$ cat src/rtl/timestamp_frame_pick_queue_macros.svh
// Assertion macros used by the top-level file to check this block.
// Both macros sample on clk and are switched off while rst_n is low.
`ifndef TIMESTAMP_FRAME_PICK_QUEUE_MACROS_SVH
`define TIMESTAMP_FRAME_PICK_QUEUE_MACROS_SVH

// The consequent must hold in the same cycle as the antecedent.
`define TFPQ_ASSERT_SAME(label, ante, cons, msg) \
    label: assert property (@(posedge clk) disable iff (!rst_n) (ante) |-> (cons)) \
        else $error(msg);

// The consequent must hold in the cycle after the antecedent.
`define TFPQ_ASSERT_NEXT(label, ante, cons, msg) \
    label: assert property (@(posedge clk) disable iff (!rst_n) (ante) |=> (cons)) \
        else $error(msg);

`endif

$ cat src/rtl/tfpq_pkg.sv
package tfpq_pkg;

    localparam int DEFAULT_DEPTH = 16;

    localparam int OP_W      = 2;
    localparam int TIME_W    = 64;
    localparam int TAG_W     = 32;
    localparam int LIMIT_W   = 5;
    localparam int MARGIN_W  = 32;
    localparam int CFG_W     = 32;
    localparam int CFG_IDX_W = 2;

    localparam logic [LIMIT_W-1:0]  ACTIVE_LIMIT_RST = 5'd12;
    localparam logic [LIMIT_W-1:0]  IDLE_LIMIT_RST   = 5'd4;
    localparam logic [MARGIN_W-1:0] MARGIN_RST       = 32'd1000000;

    typedef enum logic [OP_W-1:0] {
        OP_PUSH  = 2'd0,
        OP_PICK  = 2'd1,
        OP_CLEAR = 2'd2,
        OP_NOP   = 2'd3
    } op_t;

    typedef enum logic [CFG_IDX_W-1:0] {
        REG_ACTIVE_MODE   = 2'd0,
        REG_ACTIVE_LIMIT  = 2'd1,
        REG_IDLE_LIMIT    = 2'd2,
        REG_REWIND_MARGIN = 2'd3
    } cfg_reg_t;

    typedef enum logic [2:0] {
        ST_IDLE,
        ST_DISPATCH,
        ST_HEAD,
        ST_NEXT,
        ST_DONE
    } state_t;

    // Which queue entry the memory read port fetches.
    typedef enum logic [1:0] {
        RD_HEAD,
        RD_NEXT,
        RD_AFTER
    } rd_sel_t;

    typedef struct packed {
        logic    load_item;
        logic    push_write;
        logic    flush;
        logic    load_limit;
        logic    rd_en;
        rd_sel_t rd_sel;
        logic    load_head;
        logic    pop;
        logic    set_found;
        logic    set_seek;
        logic    set_reject;
    } dp_cmd_t;

    typedef struct packed {
        op_t  op;
        logic empty;
        logic multi;
        logic multi_after_pop;
        logic full;
        logic rewind;
        logic rd_past;
    } dp_status_t;

endpackage

$ cat src/rtl/timestamp_frame_pick_queue.sv
// Queue of decoded frames, each held as a 64-bit timestamp and a 32-bit buffer tag.
// Input words are commands: op, item_time and frame_tag are taken at a rising edge
// where start is high and busy is low. Each command yields one result word, shown
// for exactly one cycle while done is high; the receiver cannot hold it off, so
// done never waits on anything downstream.
// Push, clear, the spare op code and a pick on an empty queue pass from the dispatch
// state straight to the done state. Busy falls at the edge that takes the result,
// and no new word is accepted before that.
// A pick reads the queue through a single memory read port, one entry per cycle.
// It reads the oldest frame first and then, while the walk goes on, each frame
// behind it in turn. Each discarded frame costs one such read, and at most the
// whole queue is walked.
// Configuration is a plain write port (cfg_write, cfg_index, cfg_data), taken at
// any edge where cfg_write is high; it should only be used while the block is idle.
// Reset empties the queue and loads the register defaults: idle mode, active limit
// twelve, idle limit four and a rewind margin of one millisecond. The frame memory
// itself is not cleared, as only held entries are ever read.
`include "timestamp_frame_pick_queue_macros.svh"

module timestamp_frame_pick_queue #(
    parameter int QUEUE_DEPTH = tfpq_pkg::DEFAULT_DEPTH
) (
    input  logic                                  clk,
    input  logic                                  rst_n,
    input  logic                                  start,
    output logic                                  busy,
    output logic                                  done,
    input  logic [tfpq_pkg::OP_W-1:0]             op,
    input  logic [tfpq_pkg::TIME_W-1:0]           item_time,
    input  logic [tfpq_pkg::TAG_W-1:0]            frame_tag,
    input  logic                                  cfg_write,
    input  logic [tfpq_pkg::CFG_IDX_W-1:0]        cfg_index,
    input  logic [tfpq_pkg::CFG_W-1:0]            cfg_data,
    output logic                                  found,
    output logic [tfpq_pkg::TIME_W-1:0]           shown_time,
    output logic [tfpq_pkg::TAG_W-1:0]            shown_tag,
    output logic                                  seek_request,
    output logic                                  push_rejected,
    output logic [$clog2(QUEUE_DEPTH+1)-1:0]      fill_level,
    output logic                                  has_room
);
    import tfpq_pkg::*;

    // The controller sequences each command; the datapath holds the queue, the
    // configuration and the result registers, and reports comparisons back.
    dp_cmd_t    cmd;
    dp_status_t status;

    tfpq_ctrl u_ctrl (
        .clk    (clk),
        .rst_n  (rst_n),
        .start  (start),
        .status (status),
        .cmd    (cmd),
        .busy   (busy),
        .done   (done)
    );

    tfpq_dp #(
        .QUEUE_DEPTH (QUEUE_DEPTH)
    ) u_dp (
        .clk           (clk),
        .rst_n         (rst_n),
        .cmd           (cmd),
        .status        (status),
        .op            (op),
        .item_time     (item_time),
        .frame_tag     (frame_tag),
        .cfg_write     (cfg_write),
        .cfg_index     (cfg_index),
        .cfg_data      (cfg_data),
        .found         (found),
        .shown_time    (shown_time),
        .shown_tag     (shown_tag),
        .seek_request  (seek_request),
        .push_rejected (push_rejected),
        .fill_level    (fill_level),
        .has_room      (has_room)
    );

    // An accepted command must keep the block busy in the following cycle.
    `TFPQ_ASSERT_NEXT(a_accept_busy, start && !busy, busy, "accepted word did not raise busy")
    // Every command produces exactly one result word.
    `TFPQ_ASSERT_NEXT(a_single_result, done, !done, "result word repeated")
    // A rewind empties the queue and returns no frame.
    `TFPQ_ASSERT_SAME(a_seek_empty, done && seek_request, fill_level == '0 && !found, "seek left frames")
    // A returned frame stays in the queue and never comes from a push.
    `TFPQ_ASSERT_SAME(a_found_held, done && found, fill_level != '0 && !push_rejected, "shown frame not held")

endmodule

$ cat src/rtl/tfpq_ctrl.sv
module tfpq_ctrl (
    input  logic                 clk,
    input  logic                 rst_n,
    input  logic                 start,
    input  tfpq_pkg::dp_status_t status,
    output tfpq_pkg::dp_cmd_t    cmd,
    output logic                 busy,
    output logic                 done
);
    import tfpq_pkg::*;

    state_t state_reg;
    state_t state_next;

    always_ff @(posedge clk or negedge rst_n)
    begin
        if (!rst_n)
        begin
            state_reg <= ST_IDLE;
        end
        else
        begin
            state_reg <= state_next;
        end
    end

    always_comb
    begin
        state_next = state_reg;
        unique case (state_reg)
            ST_IDLE:
            begin
                if (start)
                begin
                    state_next = ST_DISPATCH;
                end
            end
            ST_DISPATCH:
            begin
                if (status.op == OP_PICK && !status.empty)
                begin
                    state_next = ST_HEAD;
                end
                else
                begin
                    state_next = ST_DONE;
                end
            end
            ST_HEAD:
            begin
                if (!status.rewind && status.rd_past && status.multi)
                begin
                    state_next = ST_NEXT;
                end
                else
                begin
                    state_next = ST_DONE;
                end
            end
            ST_NEXT:
            begin
                if (!(status.rd_past && status.multi_after_pop))
                begin
                    state_next = ST_DONE;
                end
            end
            ST_DONE:
            begin
                state_next = ST_IDLE;
            end
            default:
            begin
                state_next = ST_IDLE;
            end
        endcase
    end

    always_comb
    begin
        cmd    = '0;
        busy   = (state_reg != ST_IDLE);
        done   = (state_reg == ST_DONE);
        cmd.rd_sel = RD_HEAD;
        unique case (state_reg)
            ST_IDLE:
            begin
                cmd.load_item = start;
            end
            ST_DISPATCH:
            begin
                unique case (status.op)
                    OP_PUSH:
                    begin
                        cmd.set_reject = status.full;
                        cmd.push_write = !status.full;
                    end
                    OP_PICK:
                    begin
                        cmd.load_limit = 1'b1;
                        cmd.rd_en      = !status.empty;
                        cmd.rd_sel     = RD_HEAD;
                    end
                    OP_CLEAR:
                    begin
                        cmd.flush = 1'b1;
                    end
                    default:
                    begin
                        cmd.flush = 1'b0;
                    end
                endcase
            end
            ST_HEAD:
            begin
                cmd.load_head = 1'b1;
                if (status.rewind)
                begin
                    cmd.flush    = 1'b1;
                    cmd.set_seek = 1'b1;
                end
                else if (status.rd_past)
                begin
                    if (status.multi)
                    begin
                        cmd.rd_en  = 1'b1;
                        cmd.rd_sel = RD_NEXT;
                    end
                    else
                    begin
                        cmd.set_found = 1'b1;
                    end
                end
            end
            ST_NEXT:
            begin
                if (status.rd_past)
                begin
                    cmd.pop = 1'b1;
                    if (status.multi_after_pop)
                    begin
                        cmd.rd_en  = 1'b1;
                        cmd.rd_sel = RD_AFTER;
                    end
                    else
                    begin
                        cmd.set_found = 1'b1;
                    end
                end
                else
                begin
                    cmd.set_found = 1'b1;
                end
            end
            ST_DONE:
            begin
                cmd.load_item = 1'b0;
            end
            default:
            begin
                cmd.load_item = 1'b0;
            end
        endcase
    end

endmodule

$ cat src/rtl/tfpq_dp.sv
module tfpq_dp #(
    parameter int QUEUE_DEPTH = tfpq_pkg::DEFAULT_DEPTH
) (
    input  logic                                  clk,
    input  logic                                  rst_n,
    input  tfpq_pkg::dp_cmd_t                     cmd,
    output tfpq_pkg::dp_status_t                  status,
    input  logic [tfpq_pkg::OP_W-1:0]             op,
    input  logic [tfpq_pkg::TIME_W-1:0]           item_time,
    input  logic [tfpq_pkg::TAG_W-1:0]            frame_tag,
    input  logic                                  cfg_write,
    input  logic [tfpq_pkg::CFG_IDX_W-1:0]        cfg_index,
    input  logic [tfpq_pkg::CFG_W-1:0]            cfg_data,
    output logic                                  found,
    output logic [tfpq_pkg::TIME_W-1:0]           shown_time,
    output logic [tfpq_pkg::TAG_W-1:0]            shown_tag,
    output logic                                  seek_request,
    output logic                                  push_rejected,
    output logic [$clog2(QUEUE_DEPTH+1)-1:0]      fill_level,
    output logic                                  has_room
);
    import tfpq_pkg::*;

    localparam int IDX_W = $clog2(QUEUE_DEPTH);
    localparam int CNT_W = $clog2(QUEUE_DEPTH + 1);
    localparam int LIM_W = (CNT_W > LIMIT_W) ? CNT_W : LIMIT_W;

    // Configuration registers.
    logic                mode_reg;
    logic [LIMIT_W-1:0]  active_limit_reg;
    logic [LIMIT_W-1:0]  idle_limit_reg;
    logic [MARGIN_W-1:0] margin_reg;

    // Queue control.
    logic [IDX_W-1:0] head_reg;
    logic [CNT_W-1:0] count_reg;

    // Latched item and working values.
    op_t               op_reg;
    logic [TIME_W-1:0] time_reg;
    logic [TAG_W-1:0]  tag_reg;
    logic [TIME_W-1:0] limit_reg;
    logic [TIME_W-1:0] cur_time_reg;
    logic [TAG_W-1:0]  cur_tag_reg;
    logic [TIME_W-1:0] rd_time_reg;
    logic [TAG_W-1:0]  rd_tag_reg;
    logic              found_reg;
    logic              seek_reg;
    logic              reject_reg;

    logic [TIME_W-1:0] time_mem [QUEUE_DEPTH];
    logic [TAG_W-1:0]  tag_mem  [QUEUE_DEPTH];

    logic [CNT_W:0]    tail_sum;
    logic [IDX_W-1:0]  wr_addr;
    logic [IDX_W:0]    after_sum;
    logic [IDX_W-1:0]  next_idx;
    logic [IDX_W-1:0]  after_idx;
    logic [IDX_W-1:0]  rd_addr;
    logic [TIME_W:0]   margin_sum;
    logic [LIMIT_W-1:0] sel_limit;
    logic [LIM_W-1:0]  eff_limit;
    logic [LIM_W-1:0]  count_ext;

    assign tail_sum = (CNT_W+1)'(head_reg) + (CNT_W+1)'(count_reg);
    assign wr_addr  = (tail_sum >= (CNT_W+1)'(QUEUE_DEPTH))
                    ? IDX_W'(tail_sum - (CNT_W+1)'(QUEUE_DEPTH))
                    : IDX_W'(tail_sum);

    assign next_idx  = (head_reg == IDX_W'(QUEUE_DEPTH - 1)) ? '0 : head_reg + 1'b1;
    assign after_sum = (IDX_W+1)'(head_reg) + (IDX_W+1)'(2);
    assign after_idx = (after_sum >= (IDX_W+1)'(QUEUE_DEPTH))
                     ? IDX_W'(after_sum - (IDX_W+1)'(QUEUE_DEPTH))
                     : IDX_W'(after_sum);

    always_comb
    begin
        case (cmd.rd_sel)
            RD_HEAD:  rd_addr = head_reg;
            RD_NEXT:  rd_addr = next_idx;
            RD_AFTER: rd_addr = after_idx;
            default:  rd_addr = head_reg;
        endcase
    end

    // The limit is the selected register clamped to the queue depth.
    assign sel_limit = mode_reg ? active_limit_reg : idle_limit_reg;
    assign eff_limit = (LIM_W'(sel_limit) > LIM_W'(QUEUE_DEPTH))
                     ? LIM_W'(QUEUE_DEPTH) : LIM_W'(sel_limit);
    assign count_ext = LIM_W'(count_reg);

    // Wanted time plus margin, saturating at the top of the time range.
    assign margin_sum = (TIME_W+1)'(time_reg) + (TIME_W+1)'(margin_reg);

    always_ff @(posedge clk or negedge rst_n)
    begin
        if (!rst_n)
        begin
            mode_reg         <= 1'b0;
            active_limit_reg <= ACTIVE_LIMIT_RST;
            idle_limit_reg   <= IDLE_LIMIT_RST;
            margin_reg       <= MARGIN_RST;
        end
        else if (cfg_write)
        begin
            unique case (cfg_reg_t'(cfg_index))
                REG_ACTIVE_MODE:   mode_reg         <= cfg_data[0];
                REG_ACTIVE_LIMIT:  active_limit_reg <= cfg_data[LIMIT_W-1:0];
                REG_IDLE_LIMIT:    idle_limit_reg   <= cfg_data[LIMIT_W-1:0];
                REG_REWIND_MARGIN: margin_reg       <= cfg_data[MARGIN_W-1:0];
                default:           mode_reg         <= mode_reg;
            endcase
        end
    end

    always_ff @(posedge clk or negedge rst_n)
    begin
        if (!rst_n)
        begin
            head_reg   <= '0;
            count_reg  <= '0;
            op_reg     <= OP_NOP;
            found_reg  <= 1'b0;
            seek_reg   <= 1'b0;
            reject_reg <= 1'b0;
        end
        else
        begin
            if (cmd.load_item)
            begin
                op_reg     <= op_t'(op);
                found_reg  <= 1'b0;
                seek_reg   <= 1'b0;
                reject_reg <= 1'b0;
            end
            if (cmd.set_found)
            begin
                found_reg <= 1'b1;
            end
            if (cmd.set_seek)
            begin
                seek_reg <= 1'b1;
            end
            if (cmd.set_reject)
            begin
                reject_reg <= 1'b1;
            end
            if (cmd.flush)
            begin
                head_reg  <= '0;
                count_reg <= '0;
            end
            else if (cmd.push_write)
            begin
                count_reg <= count_reg + 1'b1;
            end
            else if (cmd.pop)
            begin
                head_reg  <= next_idx;
                count_reg <= count_reg - 1'b1;
            end
        end
    end

    always_ff @(posedge clk)
    begin
        if (cmd.load_item)
        begin
            time_reg <= item_time;
            tag_reg  <= frame_tag;
        end
        if (cmd.load_limit)
        begin
            limit_reg <= margin_sum[TIME_W] ? '1 : margin_sum[TIME_W-1:0];
        end
        if (cmd.load_head || cmd.pop)
        begin
            cur_time_reg <= rd_time_reg;
            cur_tag_reg  <= rd_tag_reg;
        end
    end

    always_ff @(posedge clk)
    begin
        if (cmd.push_write)
        begin
            time_mem[wr_addr] <= time_reg;
            tag_mem[wr_addr]  <= tag_reg;
        end
        if (cmd.rd_en)
        begin
            rd_time_reg <= time_mem[rd_addr];
            rd_tag_reg  <= tag_mem[rd_addr];
        end
    end

    assign status.op              = op_reg;
    assign status.empty           = (count_reg == '0);
    assign status.multi           = (count_reg > CNT_W'(1));
    assign status.multi_after_pop = (count_reg > CNT_W'(2));
    assign status.full            = (count_ext >= eff_limit)
                                 || (count_reg >= CNT_W'(QUEUE_DEPTH));
    assign status.rewind          = (limit_reg < rd_time_reg);
    assign status.rd_past         = (rd_time_reg <= time_reg);

    assign found         = found_reg;
    assign shown_time    = found_reg ? cur_time_reg : '0;
    assign shown_tag     = found_reg ? cur_tag_reg : '0;
    assign seek_request  = seek_reg;
    assign push_rejected = reject_reg;
    assign fill_level    = count_reg;
    assign has_room      = (count_ext < eff_limit);

endmodule

$ cat config.mk
export PLATFORM = sky130hd
export DESIGN_NAME = timestamp_frame_pick_queue
export DESIGN_NICKNAME = d
export VERILOG_FILES = /design/src/rtl/tfpq_pkg.sv /design/src/rtl/timestamp_frame_pick_queue.sv /design/src/rtl/tfpq_ctrl.sv /design/src/rtl/tfpq_dp.sv
export VERILOG_INCLUDE_DIRS = /design/src /design/src/rtl
export SDC_FILE = /design/constraint.sdc
export NUM_CORES = 2
export LEC_CHECK = 0
export BUFFER_PORTS_ARGS = -buffer_cell sky130_fd_sc_hd__buf_2
export CORE_ASPECT_RATIO = 1.25
export CORE_MARGIN = 2
export CORE_UTILIZATION = 40
export CTS_BUF_LIST = sky130_fd_sc_hd__clkbuf_4 sky130_fd_sc_hd__clkbuf_8
export DETAILED_ROUTE_END_ITERATION = 12
export GPL_ROUTABILITY_DRIVEN = 0
export MAX_ROUTING_LAYER = met4
export SLEW_MARGIN = 20
export SYNTH_ARGS = -nofsm -noshare
export SYNTH_HDL_FRONTEND = slang
export SYNTH_HIERARCHICAL = 1
export SYNTH_SLANG_ARGS = --single-unit
$ cat constraint.sdc
create_clock -name clk -period 9.2 [get_ports clk]
set_input_delay 0.46 -clock clk [delete_from_list [all_inputs] [get_ports clk]]
set_output_delay 0.46 -clock clk [all_outputs]
set_load 0.01 [all_outputs]
==> qor.yml <==
logic_synthesis:
  syn-instance-count: 5722
  synth_edf_count: 1888
  yosys_warnings: 6
  netlist.area_leader.share: 0.702
  synthSimpleGateAreaFrac: 0.0964
  synth_area_sq_um: 80700
  synth_mux_area_frac: 0.00888
  synth_top_family_by_area: "compound AO/OA/AOI/OAI gates"
  syn_avg_cell_area_sq_um: 14.1
  synth_top_area_cell: "edfxtp_1"
  synth.area.top_cells: "edfxtp_1, a211oi_1, nand2_1"
  synthAdderAreaFrac: 0.0278
  syn-num-nets: 6036
  ys_ff_latch: 1948
  ys_seq_area_frac: 0.721
  synthArstFlopShare: 0.0308
  yosys.area_share.xor_xnor: 0.00521
  yosysUniqueCellTypes: 82
  synth_top_flop_cell: "edfxtp_1"
  synth_compound_area_frac: 0.116
timing:
  fin_skew_ns: 0.0897
  period_share: 0.845
  slew_viol_final: 0
  setup_viol: 0
  rsz0062_at_grt: "no"
  worst_slew_pin_slew_ns: 1.14
  setup_tns_ns: 0
  layout_min_cycle_time_ns: 7.78
  finalHoldViolations: 0
  max_freq_mhz: 129
  fin_hold_ws_ns: 0.109
  maxSlewHeadroom: 0.239
die:
  die_h_um: 506
  num_rows: 184
  chipWidth_um: 406
  start_util: 0.402
  ioPinCount: 243
  core-area_sq_um: 201000
  dieArea_sq_um: 205000
worst_setup_path:
  crit_path_top_delay_cell: "edfxtp_1"
  crit_chain: "inv_1 > ha_1 > nand4_1 > nor4_2 > nand3_1 > a31oi_1 > a211oi_1 > o21ai_0 > o21ai_0 > nand3b_1 > nor2_1 > inv_1 > ha_1 > inv_1 > o21ai_0 > mux2_8 > buf_12 > a211oi_1 > a311oi_1 > a21oi_1 > a21oi_1"
  slowest_delay_ns: 0.82
  critical_path_required_ns: 9.97
  crit_type: "flop to flop"
  path_max_fanout: 133
  cp_top_family: "compound AO/OA/AOI/OAI gates"
  end_kind: "flop"
  crit_arrival_ns: 8.55
  worstSetupStartpointType: "flop"
  crit_buf_inv: 4
cts:
  post_cts_resized: 0
  cts_htree_levels: 5
  cts_root_buf: "clkbuf_8"
  clock_latency_ns: 1.08
  numClockSinks: 1948
  tritoncts: "yes"
  clk_path_buf_depth: 4
  numCtsBuffers: 326
  path_clk_slew_ns: 0.06
detailed_routing:
  drc_errors: 0
  finalWirelength_um: 217000
  firstDrtPassIters: 5
  vias_per_cell: 5.49
  wl_per_cell_um: 23.8
  vias: 50000
  ant_nets: 0
  dr.first_iter.drc_count: 4061
worst_hold_path:
  worstHoldPathType: "input pin to flop"
global_route:
  grt_use_total: 0.213
  antenna_found_initial: 8
  grt.overflow.total: 0
  grt_max_degree: 196
  grt_pass1_wl_um: 317000
  grt_pass1_vias: 49100
power_and_ir_drop:
  ir_worst_vdd_v: 0.000232
  power.density_nw_per_um2: 253
  p_leak_nw: 31.7
cells_and_area:
  largest-register: "u_dp/time_mem"
  mostFrequentLayoutCell: "edfxtp_1"
  top_regs: "u_dp/time_mem x1024, u_dp/tag_mem x512"
  drive_gt1_frac: 0.150
  synthToLayoutAreaGrowth_pct: 15.3
  final.fill_count: 17800
  nets: 6489
  largest_reg_flops: 1024
  final_cell_mix: "edfxtp_1, nand2_1, a211oi_1"
job:
  maxCapViolations: 0
placement:
  dpl.hpwl_um: 115000
  portBuffers: 242
outcome:
  status: "finished clean"
-- cell families after synthesis --
| logic type | after synthesis |
|---|---|
| adders and majority gates | 178 |
| xor gates and xnor gates | 48 |
| DFF | 1948 |
| and+or+nand+nor | 1626 |
| muxes | 64 |
| buffers and inverters | 511 |
| AOI/OAI and AO/OA | 1347 |
-- metal layers --
metal / global-route usage / wire (um) / share of wire
met1: 0.273 / 92100 / 0.42
met2: 0.346 / 106000 / 0.49
met3: 0.0331 / 12200 / 0.056
met4: 0.0741 / 6970 / 0.032
met5: - / 0 / 0
-- final cells by class --
class / count / area (sq um) / share of cell area
clock buffers: 427 / 5300 / 0.0570
well taps: 2697 / 3370 / 0.0363
diodes: 7 / 17.5 / 0.000188
clock inverters: 132 / 940 / 0.0101
flip-flops and latches: 1948 / 58200 / 0.625
multi-input cells: 3263 / 20800 / 0.223
inverters: 148 / 556 / 0.00597
repair buffers: 488 / 3880 / 0.0417
-- repair_timing --
action                                 CTS  global route
setup buffers                            0             0
endpoints found under the hold margin  198             0
hold buffers                           141             0
-- through the flow --
| step | total power, mW | area (sq um) | setup slack, ns | instances | util |
|---|---|---|---|---|---|
| 4_1_cts | 23.7 | 93000 | 1.44 | 9102 | 0.463 |
| 3_5_place_dp | 16.2 | 85400 | 1.45 | 8402 | 0.425 |
| 6_report | 23.5 | 93100 | 1.42 | 9110 | 0.464 |
| 3_3_place_gp | 16.1 | 85400 | 1.53 | 8401 | 0.425 |
| 5_1_grt | 24.6 | 93100 | 0.960 | 9107 | 0.464 |
| 2_1_floorplan | 14.4 | 80700 | 1.49 | 5722 | - |
-- Yosys cell counts (20+ instances only) --
| library cell | count |
|---|---|
| nor2_1 | 79 |
| edfxtp_1 | 1888 |
| dfrtp_1 | 48 |
| xor2_1 | 20 |
| inv_1 | 148 |
| a21o_1 | 65 |
| a211oi_1 | 489 |
| ha_1 | 176 |
| buf_2 | 30 |
| o21ai_0 | 48 |
| xnor2_1 | 28 |
| a311oi_1 | 192 |
| clkbuf_1 | 318 |
| mux2_2 | 56 |
| nand3_1 | 29 |
| nand2_1 | 880 |
| a21oi_1 | 273 |
| a31oi_1 | 208 |
| nand4_1 | 47 |
| and2_1 | 471 |
-- final timing paths --
kind                                startpoint                   end  depth (start not counted)  slack (ns)
max                          u_dp/time_reg[47]   u_dp/rd_time_reg[4]                         21        1.42
min                               item_time[1]      u_dp/time_reg[1]                          2        0.11
max reg2reg                  u_dp/time_reg[47]   u_dp/rd_time_reg[4]                         21        1.42
min reg2reg                u_dp/rd_tag_reg[16]  u_dp/cur_tag_reg[16]                          0        0.43
max in group asynchronous                rst_n            u_dp/found                          3        8.33
min in group asynchronous                rst_n    u_dp/margin_reg[8]                          3        0.18
-- power breakdown --
group / switching [mW] / total (mW) / internal (mW)
registers: 0.645 / 11.5 / 10.9
clock network: 3.40 / 7.50 / 4.11
logic: 2.95 / 4.53 / 1.58
total: 6.99 / 23.5 / 16.5
(Power assumes the default switching activity.)
